--- config.mk ---
export PLATFORM = sky130hd
export DESIGN_NAME = stepper_shuttle_calibrating_controller_unit
export DESIGN_NICKNAME = d
export VERILOG_FILES = /design/src/scc_pkg.sv /design/src/scc_cfg_regs.sv /design/src/scc_core.sv /design/src/stepper_shuttle_calibrating_controller_unit.sv
export SDC_FILE = /design/constraint.sdc
export NUM_CORES = 1
export LEC_CHECK = 0
export BUFFER_PORTS_ARGS = -buffer_cell sky130_fd_sc_hd__buf_2
export CAP_MARGIN = 40
export CORE_MARGIN = 1.5
export CORE_UTILIZATION = 33
export DETAILED_ROUTE_END_ITERATION = 6
export PLACE_DENSITY_LB_ADDON = 0.25
export SLEW_MARGIN = 40
export SYNTH_ARGS = -nofsm -noshare
export SYNTH_HDL_FRONTEND = slang
export SYNTH_SLANG_ARGS = --single-unit
--- constraint.sdc ---
create_clock -name clk_i -period 7.2 [get_ports clk_i]
set_input_delay 1.44 -clock clk_i [delete_from_list [all_inputs] [get_ports clk_i]]
set_output_delay 1.44 -clock clk_i [all_outputs]
set_load 0.05 [all_outputs]
--- src/scc_pkg.sv ---
// Shared types, codes and the coil table of the calibrating shuttle controller.
package scc_pkg;

  // Field widths of the stream items and the configuration registers.
  localparam int unsigned NowW     = 32;
  localparam int unsigned ButtonW  = 2;
  localparam int unsigned ModeW    = 2;
  localparam int unsigned CoilW    = 4;
  localparam int unsigned PhaseW   = 3;
  localparam int unsigned CfgDataW = 32;
  localparam int unsigned CfgIdxW  = 2;
  localparam int unsigned InDataW  = 40;
  localparam int unsigned OutDataW = 16;

  // Operating modes as reported on the result stream.
  localparam logic [ModeW-1:0] MODE_IDLE     = 2'd0;
  localparam logic [ModeW-1:0] MODE_ARMED    = 2'd1;
  localparam logic [ModeW-1:0] MODE_COUNTING = 2'd2;
  localparam logic [ModeW-1:0] MODE_RUNNING  = 2'd3;

  // Button event codes; the unused code counts as no event.
  localparam logic [ButtonW-1:0] BTN_NONE  = 2'd0;
  localparam logic [ButtonW-1:0] BTN_PRESS = 2'd1;
  localparam logic [ButtonW-1:0] BTN_LONG  = 2'd2;

  // Configuration register indexes.
  localparam logic [CfgIdxW-1:0] REG_STEP_INTERVAL  = 2'd0;
  localparam logic [CfgIdxW-1:0] REG_BLINK_INTERVAL = 2'd1;
  localparam logic [CfgIdxW-1:0] REG_DWELL          = 2'd2;

  // Reset values of the configuration registers.
  localparam logic [CfgDataW-1:0] STEP_INTERVAL_RST  = 32'd2000;
  localparam logic [CfgDataW-1:0] BLINK_INTERVAL_RST = 32'd250000;
  localparam logic [CfgDataW-1:0] DWELL_RST          = 32'd3000000;

  // Current configuration as seen by the controller core.
  typedef struct packed {
    logic [CfgDataW-1:0] step_interval_us;
    logic [CfgDataW-1:0] blink_interval_us;
    logic [CfgDataW-1:0] dwell_us;
  } cfg_t;

  // One result transaction.
  typedef struct packed {
    logic             dwelling;
    logic             heading_down;
    logic             stepped;
    logic [CoilW-1:0] coil_drive;
    logic             led_on;
    logic [ModeW-1:0] mode;
  } result_t;

  // Standard four-coil half-step sequence.
  function automatic logic [CoilW-1:0] coil_pattern(input logic [PhaseW-1:0] phase);
    logic [CoilW-1:0] pat;
    case (phase)
      3'd0:    pat = 4'd1;
      3'd1:    pat = 4'd3;
      3'd2:    pat = 4'd2;
      3'd3:    pat = 4'd6;
      3'd4:    pat = 4'd4;
      3'd5:    pat = 4'd12;
      3'd6:    pat = 4'd8;
      default: pat = 4'd9;
    endcase
    return pat;
  endfunction

endpackage

--- src/scc_cfg_regs.sv ---
// Configuration register file of the calibrating shuttle controller.
module scc_cfg_regs (
  input  logic                          clk_i,
  input  logic                          rst_ni,
  input  logic                          cfg_we_i,
  input  logic [scc_pkg::CfgIdxW-1:0]   cfg_idx_i,
  input  logic [scc_pkg::CfgDataW-1:0]  cfg_wdata_i,
  output scc_pkg::cfg_t                 cfg_o
);
  import scc_pkg::*;

  cfg_t cfg_q, cfg_d;

  // Decode the write; an index past the last register is dropped.
  always_comb begin
    cfg_d = cfg_q;
    if (cfg_we_i) begin
      unique case (cfg_idx_i)
        REG_STEP_INTERVAL:  cfg_d.step_interval_us  = cfg_wdata_i;
        REG_BLINK_INTERVAL: cfg_d.blink_interval_us = cfg_wdata_i;
        REG_DWELL:          cfg_d.dwell_us          = cfg_wdata_i;
        default:            cfg_d = cfg_q;
      endcase
    end
  end

  always_ff @(posedge clk_i or negedge rst_ni) begin
    if (!rst_ni) begin
      cfg_q.step_interval_us  <= STEP_INTERVAL_RST;
      cfg_q.blink_interval_us <= BLINK_INTERVAL_RST;
      cfg_q.dwell_us          <= DWELL_RST;
    end else begin
      cfg_q <= cfg_d;
    end
  end

  assign cfg_o = cfg_q;

endmodule

--- src/scc_core.sv ---
// Controller state and the per-tick update of mode, LED, coils and travel counters.
module scc_core #(
  parameter int unsigned STEP_COUNT_BITS = 24,
  parameter int unsigned TIME_BITS       = 32
) (
  input  logic                         clk_i,
  input  logic                         rst_ni,
  input  logic                         tick_i,
  input  logic [scc_pkg::NowW-1:0]     now_us_i,
  input  logic [scc_pkg::ButtonW-1:0]  button_i,
  input  scc_pkg::cfg_t                cfg_i,
  output scc_pkg::result_t             result_o
);
  import scc_pkg::*;

  // Time differences are compared at the wider of the time and interval widths.
  localparam int unsigned CmpW = (TIME_BITS > CfgDataW) ? TIME_BITS : CfgDataW;

  logic [ModeW-1:0]           mode_q, mode_d;
  logic                       led_q, led_d;
  logic [TIME_BITS-1:0]       last_step_q, last_step_d;
  logic [TIME_BITS-1:0]       last_blink_q, last_blink_d;
  logic [TIME_BITS-1:0]       dwell_start_q, dwell_start_d;
  logic [PhaseW-1:0]          phase_q, phase_d;
  logic [STEP_COUNT_BITS-1:0] travel_q, travel_d;
  logic [STEP_COUNT_BITS-1:0] left_q, left_d;
  logic                       down_q, down_d;
  logic                       dwell_q, dwell_d;
  logic [CoilW-1:0]           coil_q, coil_d;

  logic [TIME_BITS-1:0] now_t;
  logic [TIME_BITS-1:0] step_diff, blink_diff, dwell_diff;
  logic                 step_due, blink_due, dwell_done;
  logic                 press;
  logic [ModeW-1:0]     mode_eff;
  logic                 stepped;

  // Wrapping time differences against the programmed spans.
  assign now_t      = TIME_BITS'(now_us_i);
  assign step_diff  = now_t - last_step_q;
  assign blink_diff = now_t - last_blink_q;
  assign dwell_diff = now_t - dwell_start_q;
  assign step_due   = CmpW'(step_diff)  >= CmpW'(cfg_i.step_interval_us);
  assign blink_due  = CmpW'(blink_diff) >= CmpW'(cfg_i.blink_interval_us);
  assign dwell_done = CmpW'(dwell_diff) >= CmpW'(cfg_i.dwell_us);

  assign press    = (button_i == BTN_PRESS);
  assign mode_eff = (button_i == BTN_LONG) ? MODE_ARMED : mode_q;

  // Next state for one tick.
  always_comb begin
    mode_d        = mode_eff;
    led_d         = led_q;
    last_step_d   = last_step_q;
    last_blink_d  = last_blink_q;
    dwell_start_d = dwell_start_q;
    phase_d       = phase_q;
    travel_d      = travel_q;
    left_d        = left_q;
    down_d        = down_q;
    dwell_d       = dwell_q;
    coil_d        = coil_q;
    stepped       = 1'b0;
    unique case (mode_eff)
      MODE_IDLE: begin
        if (press && (travel_q != '0)) begin
          led_d   = 1'b0;
          dwell_d = 1'b0;
          mode_d  = MODE_RUNNING;
        end
      end
      MODE_ARMED: begin
        led_d = 1'b1;
        if (press) begin
          travel_d    = '0;
          left_d      = '0;
          last_step_d = now_t;
          mode_d      = MODE_COUNTING;
        end
      end
      MODE_COUNTING: begin
        if (press) begin
          left_d  = travel_q;
          down_d  = 1'b1;
          dwell_d = 1'b0;
          led_d   = 1'b0;
          mode_d  = MODE_RUNNING;
        end else begin
          if (blink_due) begin
            last_blink_d = now_t;
            led_d        = ~led_q;
          end
          // Calibration always steps upward.
          if (step_due) begin
            stepped     = 1'b1;
            coil_d      = coil_pattern(phase_q);
            phase_d     = phase_q - 1'b1;
            last_step_d = now_t;
            travel_d    = travel_q + 1'b1;
          end
        end
      end
      default: begin
        if (!dwell_q) begin
          if (step_due) begin
            stepped     = 1'b1;
            coil_d      = coil_pattern(phase_q);
            phase_d     = down_q ? (phase_q + 1'b1) : (phase_q - 1'b1);
            last_step_d = now_t;
            left_d      = left_q - 1'b1;
          end
        end else if (dwell_done) begin
          dwell_d = 1'b0;
        end
        // End of travel: reload, turn around and start the dwell.
        if (left_d == '0) begin
          left_d        = travel_q;
          down_d        = ~down_q;
          dwell_d       = 1'b1;
          dwell_start_d = now_t;
        end
        if (press) begin
          mode_d = MODE_IDLE;
          coil_d = '0;
        end
      end
    endcase
  end

  // State registers advance once per tick.
  always_ff @(posedge clk_i or negedge rst_ni) begin
    if (!rst_ni) begin
      mode_q        <= MODE_IDLE;
      led_q         <= 1'b0;
      last_step_q   <= '0;
      last_blink_q  <= '0;
      dwell_start_q <= '0;
      phase_q       <= '0;
      travel_q      <= '0;
      left_q        <= '0;
      down_q        <= 1'b0;
      dwell_q       <= 1'b0;
      coil_q        <= '0;
    end else if (tick_i) begin
      mode_q        <= mode_d;
      led_q         <= led_d;
      last_step_q   <= last_step_d;
      last_blink_q  <= last_blink_d;
      dwell_start_q <= dwell_start_d;
      phase_q       <= phase_d;
      travel_q      <= travel_d;
      left_q        <= left_d;
      down_q        <= down_d;
      dwell_q       <= dwell_d;
      coil_q        <= coil_d;
    end
  end

  // Result of this tick, taken into the output register by the top level.
  always_comb begin
    result_o.mode         = mode_d;
    result_o.led_on       = led_d;
    result_o.coil_drive   = coil_d;
    result_o.stepped      = stepped;
    result_o.heading_down = down_d;
    result_o.dwelling     = dwell_d;
  end

endmodule

--- src/stepper_shuttle_calibrating_controller_unit.sv ---
// Calibrating stepper shuttle controller: usage
// Each input transaction on the s_axis channel is one tick: a wrapping microsecond
// timestamp and a button event. Every tick yields exactly one result transaction on
// the m_axis channel carrying mode, LED level, held coil pattern, a step strobe,
// the travel direction and the dwell flag.
// Timing: an accepted tick is held in an input register while the controller core
// works on it, and its result is loaded into the output register once that register
// is free or drains, so a result passes the input register and then the output
// register. One tick is taken every cycle while m_axis_tready stays high.
// Backpressure: while the receiver holds m_axis_tready low, the result stays on
// m_axis and one more tick can still be taken into the input register; after that
// s_axis_tready drops until the receiver takes the result.
// Configuration: cfg_we_i writes register cfg_idx_i (0 step interval, 1 blink
// interval, 2 dwell time) in the same cycle; write only while no tick is in flight.
// Reset: asynchronous and active low; both channels empty, mode idle, LED and coils
// off, counters and timestamps zero, intervals at 2000, 250000 and 3000000 us.
module stepper_shuttle_calibrating_controller_unit #(
  parameter int unsigned STEP_COUNT_BITS = 24,
  parameter int unsigned TIME_BITS       = 32
) (
  input  logic                           clk_i,
  input  logic                           rst_ni,
  // Input ticks.
  input  logic                           s_axis_tvalid,
  output logic                           s_axis_tready,
  // tdata: now_us [31:0], button [33:32], zero fill [39:34]
  input  logic [scc_pkg::InDataW-1:0]    s_axis_tdata,
  // Results.
  output logic                           m_axis_tvalid,
  input  logic                           m_axis_tready,
  // tdata: mode [1:0], led_on [2], coil_drive [6:3], stepped [7], heading_down [8],
  // dwelling [9], zero fill [15:10]
  output logic [scc_pkg::OutDataW-1:0]   m_axis_tdata,
  // Configuration writes.
  input  logic                           cfg_we_i,
  input  logic [scc_pkg::CfgIdxW-1:0]    cfg_idx_i,
  input  logic [scc_pkg::CfgDataW-1:0]   cfg_wdata_i
);
  import scc_pkg::*;

  logic                in_valid_q, in_valid_d;
  logic [NowW-1:0]     now_q;
  logic [ButtonW-1:0]  button_q;
  logic                out_valid_q, out_valid_d;
  result_t             result_q;
  result_t             result_d;
  cfg_t                cfg;
  logic                advance;
  logic                in_accept;

  // Handshake: the held tick advances when the output register is free or drains.
  assign advance       = in_valid_q && (!out_valid_q || m_axis_tready);
  assign s_axis_tready = !in_valid_q || advance;
  assign in_accept     = s_axis_tvalid && s_axis_tready;

  assign in_valid_d  = in_accept ? 1'b1 : (advance ? 1'b0 : in_valid_q);
  assign out_valid_d = advance ? 1'b1 : (m_axis_tready ? 1'b0 : out_valid_q);

  // Input register.
  always_ff @(posedge clk_i or negedge rst_ni) begin
    if (!rst_ni) begin
      in_valid_q <= 1'b0;
    end else begin
      in_valid_q <= in_valid_d;
    end
  end

  always_ff @(posedge clk_i) begin
    if (in_accept) begin
      now_q    <= s_axis_tdata[NowW-1:0];
      button_q <= s_axis_tdata[NowW+ButtonW-1:NowW];
    end
  end

  scc_cfg_regs u_cfg (
    .clk_i       (clk_i),
    .rst_ni      (rst_ni),
    .cfg_we_i    (cfg_we_i),
    .cfg_idx_i   (cfg_idx_i),
    .cfg_wdata_i (cfg_wdata_i),
    .cfg_o       (cfg)
  );

  scc_core #(
    .STEP_COUNT_BITS (STEP_COUNT_BITS),
    .TIME_BITS       (TIME_BITS)
  ) u_core (
    .clk_i    (clk_i),
    .rst_ni   (rst_ni),
    .tick_i   (advance),
    .now_us_i (now_q),
    .button_i (button_q),
    .cfg_i    (cfg),
    .result_o (result_d)
  );

  // Output register.
  always_ff @(posedge clk_i or negedge rst_ni) begin
    if (!rst_ni) begin
      out_valid_q <= 1'b0;
    end else begin
      out_valid_q <= out_valid_d;
    end
  end

  always_ff @(posedge clk_i) begin
    if (advance) begin
      result_q <= result_d;
    end
  end

  assign m_axis_tvalid = out_valid_q;
  assign m_axis_tdata  = {(OutDataW - $bits(result_t))'(0), result_q};

endmodule

==> impl_results.md <==
- R2r startpoint: now_q[0]$_DFFE_PP_
- Clock tree buffer depth: 3
- Critical path launch point: now_q[0]$_DFFE_PP_
- Top cells by area, synth: dfrtp_1 29%, ha_1 13%, edfxtp_1 6.6%
- Outcome: finished clean
- First-pass GRT wire length: roughly 86000 um
- CTS tree: built
- Slew Viols, Final: 0
- Fraction of registers with async set/reset: 0.852
- Period utilization: 0.949
- CTS buffer count: 39
- R2r setup slk: 0.36 ns
- Slowest-stage cell, CP: or4_4
- Initial antenna violation count: 2
- Layout cell share with drive strength beyond 1: 0.186
- Max IR drop VDD: ~0.16 mV
- GRT Residual Overflow: 0
- Top-count cell post-synth: dfrtp_1
- Post-layout nets: approximately 2600
- Htree depth: 2
- Clk sinks: between 200 and 300
- Multi-input combinational cell area: approximately 11000 um2
- Starting Density: 0.334
- Max Fclk: between 100 and 150 MHz
- Top-area cell type share of the netlist area: 0.287
- DR pass1 iterations: 6
- Class of the most critical setup path: reg2reg
- IO buf count: 84
- Placed Cells: roughly 3000
- Post-synthesis register bit count: 298
- Total Wirelength: 53200 um
- Hold Path Origin: u_core.mode_q[0]$_DFFE_PN0P_
- Post-synthesis cell area: slightly above 20000 um2
- CP arrival: between 7 and 8 ns
- Cell Pwr Density: approximately 390 nW/um2
- Final non-filler cell total: slightly above 3000
- Final setup fails: 0
- RSZ-0062 raised after global routing: false
- Placer congestion estimate: approximately 0.86
- Endpoint kind of the worst setup timing path: register
- Worst skew pair latency: 0.57 ns
- Minimum clock period: a little under 7 ns
- Worst Path Buf+Inv: 6
- Clk slew on worst S/H paths: about 0.06 ns
- CORE AREA: around 60000 um2
- DR iter-0 viols: a little under 900
- CTS Hold Bufs: 0
- Syn Inst Count: between 2000 and 2500
- Total number of vias: roughly 16000
- Total GRT Usage: 0.171
- Die area: 62500 um2
- Lkg Pwr: between 10 and 15 nW
- MaxCap Viol Count: 0
- Post-synthesis sequential area ratio: 0.382
- Row Count: 90
- Die X-Extent: ~250 um
- CP delay by family, top: compound AO/OA/AOI/OAI gates
- Dpl hpwl: around 40000 um
- WP data required: roughly 7.7 ns
- Final core occ: 0.388
- Via-per-instance ratio: a little over 5
- Vias in the first global route: approximately 16000
- I/O pin count: 97
- Crit-path most repeated cell: buf_4
- Synth-to-layout area growth: 16.1%
- Post-route ant nets: 0
- Layout fillers: about 6000
- Largest stage delay, worst path: roughly 0.58 ns
- Largest net degree at the start of global routing: roughly 150
- Worst Hold Class: reg2reg
- Die height: roughly 250 um
- CP max FO: 10
- Post-synth top cells: 231 x dfrtp_1, 225 x inv_1, 202 x ha_1
- Final Hold Vio Count: 0
- Synth unique cells: 83
- Hold slack final: roughly 0.49 ns
- Worst-margin pin slew: 0.789 ns
- Worst Skew: 0.0284 ns
- Post-synth EDFFs: 44
- Post-DR wirelength/cell: around 17 um
- Avg Cell Area, Syn: about 9.4 um2
- Startpoint Class: register
- Ys flop type: dfrtp_1
- DR DRC count: 0
- Storage cell area: a little under 8000 um2
- Tot Pwr: ~9 mW
- Synth area leader: dfrtp_1
- Slew HR: 0.467
- Ys Warns: 0
- CTS root buffer: clkbuf_16
## cell usage in the layout, fill, tap and decap left out, types with 12 or more instances in the layout
cell,n
mux2_2,102
nor2_1,114
clkbuf_1,12
nor3_1,27
nor2b_1,20
o21ai_0,153
a21o_1,44
o21a_1,17
buf_2,83
clkbuf_16,41
a21oi_1,153
nor4_1,17
a22oi_1,14
o21bai_1,20
ha_1,201
nand2b_1,28
nand4_1,23
a31oi_1,16
or3_1,13
nand2_1,192
a211oi_1,16
o31ai_1,12
dfrtp_1,231
xnor2_1,81
mux2_4,30
nand3_1,35
buf_4,78
inv_1,225
dfstp_2,23
xor2_1,41
edfxtp_1,44
## where the power goes
part | internal, mW | leakage [nW] | switching [mW] | total (mW)
combinational | 2.05 | 6.09 | 2.67 | 4.72
sequential | 2.12 | 3.61 | 0.257 | 2.38
clock | 1.19 | 0.631 | 0.770 | 1.96
total | 5.36 | 10.3 | 3.70 | 9.06
## layer usage
| layer | vias to the layer above | routed length (um) | GRT usage |
|---|---|---|---|
| met5 | - | 27 | 0 |
| met3 | 77 | 1990 | 0.0223 |
| met4 | 4 | 1210 | 0.0494 |
| met2 | 305 | 24500 | 0.282 |
| li1 | 7799 | - | - |
| met1 | 7728 | 25500 | 0.233 |
## cells by family after synthesis
| kind of cell | synth area share |
|---|---|
| flops | 0.382 |
| buf+inv | 0.0618 |
| mux | 0.0830 |
| compound gates | 0.163 |
| simple gates | 0.128 |
| fa+ha+maj | 0.128 |
| other cells | 0.000186 |
| xor+xnor | 0.0530 |
## final cells by class
type                    instances  share of cell area
clock inverters                10             0.00471
diodes                          2            0.000214
repair buffers                171              0.0520
clock buffers                  61              0.0500
flip-flops and latches        298               0.329
multi-input cells            1541               0.485
well taps                     782              0.0418
inverters                     228              0.0366
## per-stage QoR
stage / TNS [ns] / setup WS, ns / instance area, um2
floorplan: 0 / 0.742 / 20200
global placement: -2.77 / -0.135 / 21900
detailed placement: -6.41 / -0.214 / 21900
CTS: 0 / 0.0299 / 23200
global route: 0 / 0.0194 / 23400
finish: 0 / 0.364 / 23400
## path summary, 6_finish.rpt
check	endpoint	depth (start not counted)
worst max-delay path	u_core.dwell_start_q[11]$_DFFE_PN0P_	31
worst min-delay path	u_core.mode_q[0]$_DFFE_PN0P_	2
worst max register to register	u_core.dwell_start_q[11]$_DFFE_PN0P_	31
worst min register to register	u_core.mode_q[0]$_DFFE_PN0P_	2
max in group asynchronous	u_core.travel_q[7]$_DFFE_PN0P_	3
min in group asynchronous	u_cfg.cfg_o[51]$_DFFE_PN0P_	1
## repair_timing
item / CTS / global route
endpoints found under the setup margin: 56 / 62
buffers inserted: 1 / 0
pin swaps: 2 / 7
endpoints found under the hold margin: 0 / 0
resized for setup: 5 / 17
gates cloned: 0 / 1
## worst register-to-register path, delay by kind of cell, from the launching register on
kind / cells / cell delay (ns)
adders and majority gates: 3 / 0.90
muxes: 1 / 0.31
AOI/OAI and AO/OA: 13 / 2.39
and+or+nand+nor: 7 / 1.66
DFF: 1 / 0.38
buffers and inverters: 6 / 0.92
xor gates and xnor gates: 1 / 0.17
## registers in the layout (all words and copies together) (netlist names)
register / cells
u_cfg.cfg_o: 96
u_core.mode_q: 2
u_core.last_step_q: 32
m_axis_tvalid: 1
u_core.travel_q: 24
u_core.left_q: 24
m_axis_tdata: 10
u_core.coil_q: 4
u_core.dwell_start_q: 32
u_core.dwell_q: 1
u_core.last_blink_q: 32
u_core.down_q: 1
u_core.led_q: 1
u_core.phase_q: 3
button_q: 2
in_valid_q: 1
now_q: 32
Note: power is estimated with default switching activity, not from simulation.
